==> config.mk <==
export PLATFORM = sky130hd
export DESIGN_NAME = sqmm_ctrl
export DESIGN_NICKNAME = d
export VERILOG_FILES = /design/src/sqmm_pkg.sv /design/src/sqmm_ctrl.sv
export SDC_FILE = /design/constraint.sdc
export NUM_CORES = 1
export LEC_CHECK = 0
export ABC_AREA = 1
export BUFFER_PORTS_ARGS = -buffer_cell sky130_fd_sc_hd__buf_4
export CAP_MARGIN = 20
export CORE_AREA = 2 2 39 41
export DETAILED_ROUTE_END_ITERATION = 16
export DIE_AREA = 0 0 41 43
export MAX_ROUTING_LAYER = met4
export PLACE_DENSITY = 0.46
export SLEW_MARGIN = 10
export SYNTH_ARGS = -nofsm -noshare
export SYNTH_HDL_FRONTEND = slang
export SYNTH_SLANG_ARGS = --single-unit
==> constraint.sdc <==
create_clock -name clk -period 1.5 [get_ports clk]
set_input_delay 0.375 -clock clk [delete_from_list [all_inputs] [get_ports clk]]
set_output_delay 0.375 -clock clk [all_outputs]
set_load 0.02 [all_outputs]
==> src/sqmm_pkg.sv <==
`timescale 1ns / 1ps
// Shared types and constants of the square matrix multiplier.
// Used by sqmm_ctrl, sqmm_datapath and square_matrix_multiply; depends on nothing.
package sqmm_pkg;

	localparam int PRODUCT_W  = 21;
	localparam int INDEX_W    = 5;
	localparam int SIZE_W     = 6;
	localparam int SIZE_RESET = 16;

	localparam logic CMD_B = 1'b0;
	localparam logic CMD_A = 1'b1;

	typedef enum logic [2:0] {
		ST_IDLE,
		ST_MAC,
		ST_DRAIN,
		ST_EMIT_RD,
		ST_EMIT_WR
	} state_t;

	typedef struct packed {
		logic load_b;
		logic load_a;
		logic mac_step;
		logic elem_done;
		logic emit_load;
	} ctrl_t;

	typedef struct packed {
		logic j_last;
		logic k_last;
		logic out_free;
	} stat_t;

endpackage

==> src/sqmm_ctrl.sv <==
`timescale 1ns / 1ps
// Controller state machine of the square matrix multiplier.
// Depends on sqmm_pkg for the state, command and status types.
module sqmm_ctrl import sqmm_pkg::*; (
	input  logic  clk,
	input  logic  arst_n,
	input  logic  in_valid,
	input  logic  cmd,
	output logic  in_ready,
	output ctrl_t ctrl,
	input  stat_t stat
);

	state_t state_q;
	state_t state_d;

	always_ff @(posedge clk or negedge arst_n) begin
		if (!arst_n) begin
			state_q <= ST_IDLE;
		end else begin
			state_q <= state_d;
		end
	end

	always_comb begin
		state_d  = state_q;
		in_ready = 1'b0;
		ctrl     = '0;
		unique case (state_q)
			ST_IDLE: begin
				in_ready = 1'b1;
				if (in_valid) begin
					if (cmd == CMD_B) begin
						ctrl.load_b = 1'b1;
					end else begin
						ctrl.load_a = 1'b1;
						state_d     = ST_MAC;
					end
				end
			end
			ST_MAC: begin
				ctrl.mac_step = 1'b1;
				if (stat.j_last) begin
					state_d = ST_DRAIN;
				end
			end
			ST_DRAIN: begin
				ctrl.elem_done = 1'b1;
				state_d        = stat.k_last ? ST_EMIT_RD : ST_IDLE;
			end
			ST_EMIT_RD: begin
				state_d = ST_EMIT_WR;
			end
			ST_EMIT_WR: begin
				if (stat.out_free) begin
					ctrl.emit_load = 1'b1;
					state_d        = stat.j_last ? ST_IDLE : ST_EMIT_RD;
				end
			end
			default: begin
				state_d = ST_IDLE;
			end
		endcase
	end

endmodule

==> summary.md <==
| Metric | Value |
|---|---|
| Status | finished, violations left |
| Failing checks | setup timing |
| Post-synth top area share | 0.333 |
| Largest cells by area after synthesis | dfrtp_1 33%, nand3_1 13%, nand2_1 12% |
| FF+latch count, synth | 3 |
| Crit path launch type | flop |
| Worst reg-to-reg path cell count | 6 |
| Vias | roughly 280 |
| ANT nets after route | 0 |
| Max FFs per register | 3 |
| WL/cell | about 7.7 um |
| Final wirelength | about 550 um |
| Nets | 64 |
| Area Overhead vs Synth | 95.0% |
| Worst-Margin Slew | 0.233 ns |
| Cell variety after synth | 11 |
| Worst slew margin | 0.843 |
| TritonCTS buffer count | 3 |
| Initial antenna violation count | 0 |
| Reg2reg start | state_q[0] |
| I/O pins | 13 |
| Design area | roughly 440 um2 |
| WHS | 0.401 ns |
| Worst skew pair latency | between 0.2 and 0.25 ns |
| Data arrival, critical path | ~1.2 ns |
| First-pass GRT wire length | 876 um |
| Gr usage total | 0.0711 |
| WS Path Type | reg2out |
| # diodes | 0 |
| Crit path capture | ctrl[4] |
| Peak VDD IR | ~0.58 mV |
| Final setup margin | -0.0499 ns |
| Finished Core Util | 0.317 |
| Die Ht | 43 um |
| Cells after synthesis | 34 |
| Worst path cell trace | nor2_2 -> nand2_2 -> inv_2 -> nand2_2 -> nor2_2 -> buf_6 |
| Top flop regs | state_q (3) |
| Drt initial violations | 4 |
| Die span in x | approximately 40 um |
| CTS Buffer Depth | 2 |
| Gr ovfl total | 0 |
| Seq/Total Area, Yosys | 0.333 |
| Worst Skew | between 0.0008 and 0.0009 ns |
| Critical path buffers and inverters | 2 |
| Initial Util | 0.163 |
| Placement Setup Slack | approximately 0.15 ns |
| Total Power | ~0.87 mW |
| Cell Area, Synth | about 230 um2 |
| Clk sinks | 3 |
| DRC | 0 |
| Largest area contributor in the netlist | dfrtp_1 |
| Slowest cell delay on critical path | approximately 0.40 ns |
| Tmin final | around 1.5 ns |
| Reg2reg end | state_q[1] |
| Final worst-path cycle share | 1.03 |
| CP Depth | 6 |
| Mapped Nets | just over 40 |
| Largest register by flop count | state_q |
| H-tree levels | 1 |
| Final Hold Viols | 0 |
| Pin count of the biggest net entering global routing | 6 |
| CORE AREA | ~1400 um2 |
| Register clock-pin slew on the reported worst setup and hold paths | ~0.03 ns |
| Syn avg cell area | 6.62 um2 |
| Worst R2R Setup Slack | around 0.38 ns |
| Final setup fails | 1 |
| Syn. warnings | 0 |
| Crit Path Max Fanout | 3 |
| DP HPWL | 453 um |
| Multi-input logic area | between 100 and 150 um2 |
| Setup crit end kind | output pin |
| Placed cell count | between 60 and 70 |
| Post-route insts no fill | roughly 70 |
| HP Class | in2reg |
| Layout cells sized above 1 | 0.589 |
| Max-cap viol count | 0 |
| Fill cell count | 163 |
| Cell family with most CP delay | flip-flops |
| CTS tree | done |
| # port buffers | 12 |
| CP Launch Point | state_q[0] |
| Clk root buf | clkbuf_4 |
| Vias in the first global route | 250 |
| RSZ-0062 raised after global routing | true |
| Leakage | about 0.24 nW |
| Row Count | 14 |
| Die ar. | between 1500 and 2000 um2 |
| Final Wtd Congestion | around 0.73 |
| Slowest-stage cell, CP | dfrtp_1 |
| First-pass iteration count of the detailed router | 2 |
| Crit path required time | between 1 and 1.5 ns |
| DR vias/cell | between 3 and 4 |
| Max Slew Vio Count | 0 |
| Power per cell area | 1990 nW/um2 |
| Max Clk Rate | 0.645 GHz |
| Final setup TNS | -0.0499 ns |
| Sequential cell area | ~75 um2 |
| Cell area after placement | about 360 um2 |
-- layer usage --
metal	track usage	routed length [um]
met1	0.0906	227
met2	0.109	297
met3	0	28
met4	0.0400	0
met5	-	0
-- report_power, final --
group | internal [mW] | switching (mW) | leakage [nW]
clock | 0.0994 | 0.0372 | 0.0150
combinational | 0.280 | 0.315 | 0.183
sequential | 0.113 | 0.0291 | 0.0391
-- placed cells by master, fill, tap and decap left out, types with 2 or more instances in the layout --
| cell | instances |
|---|---|
| buf_4 | 15 |
| buf_6 | 2 |
| clkbuf_4 | 3 |
| dfrtp_1 | 3 |
| inv_1 | 3 |
| inv_2 | 3 |
| nand2_1 | 5 |
| nand2_2 | 2 |
| nand3_1 | 6 |
| nor2_1 | 2 |
| nor2_2 | 4 |
-- worst min-delay path, stage by stage --
cell and delay, ns:
buf_4 0.09, nor2_2 0.04, inv_1 0.04, nand2_1 0.05
-- layout make-up --
| cell class | count | area share |
|---|---|---|
| multi-input combinational | 24 | 0.328 |
| timing repair buffer | 18 | 0.330 |
| inverter | 7 | 0.0655 |
| clock buffer | 4 | 0.0598 |
| sequential | 3 | 0.171 |
| tap | 16 | 0.0456 |
-- logic make-up after synthesis --
| family | count (synthesis) | share of synthesized area |
|---|---|---|
| simple gates | 24 | 0.550 |
| flops | 3 | 0.333 |
| buf+inv | 7 | 0.117 |
-- worst min path at each step --
stage | from | to | slack (ns) | cells after the start
5_1_grt | stat[2] | state_q[0] | 0.42 | 4
4_1_cts | stat[2] | state_q[0] | 0.40 | 4
2_1_floorplan | arst_n | state_q[0] | 0.08 | 0
3_3_place_gp | arst_n | state_q[0] | 0.17 | 1
3_5_place_dp | arst_n | state_q[0] | 0.17 | 1
6_report | stat[2] | state_q[0] | 0.40 | 4
-- what timing repair did --
action / CTS / global route
hold buffers: 1 / 0
gates resized for setup: 7 / 2
setup buffers: 2 / 0
hold endpoints to repair: 3 / 0
pin swaps: 2 / 2
endpoints found under the setup margin: 4 / 4
-- Yosys cell counts --
cell type and n:
nor2_1 3, nand3_1 6, nor4_1 1, nor3_1 1
inv_2 2, dfrtp_1 3, nand3_2 2, and2_1 1
nand2_1 7, inv_1 5, nor2_2 3
Power figures use the tool's default switching activity.
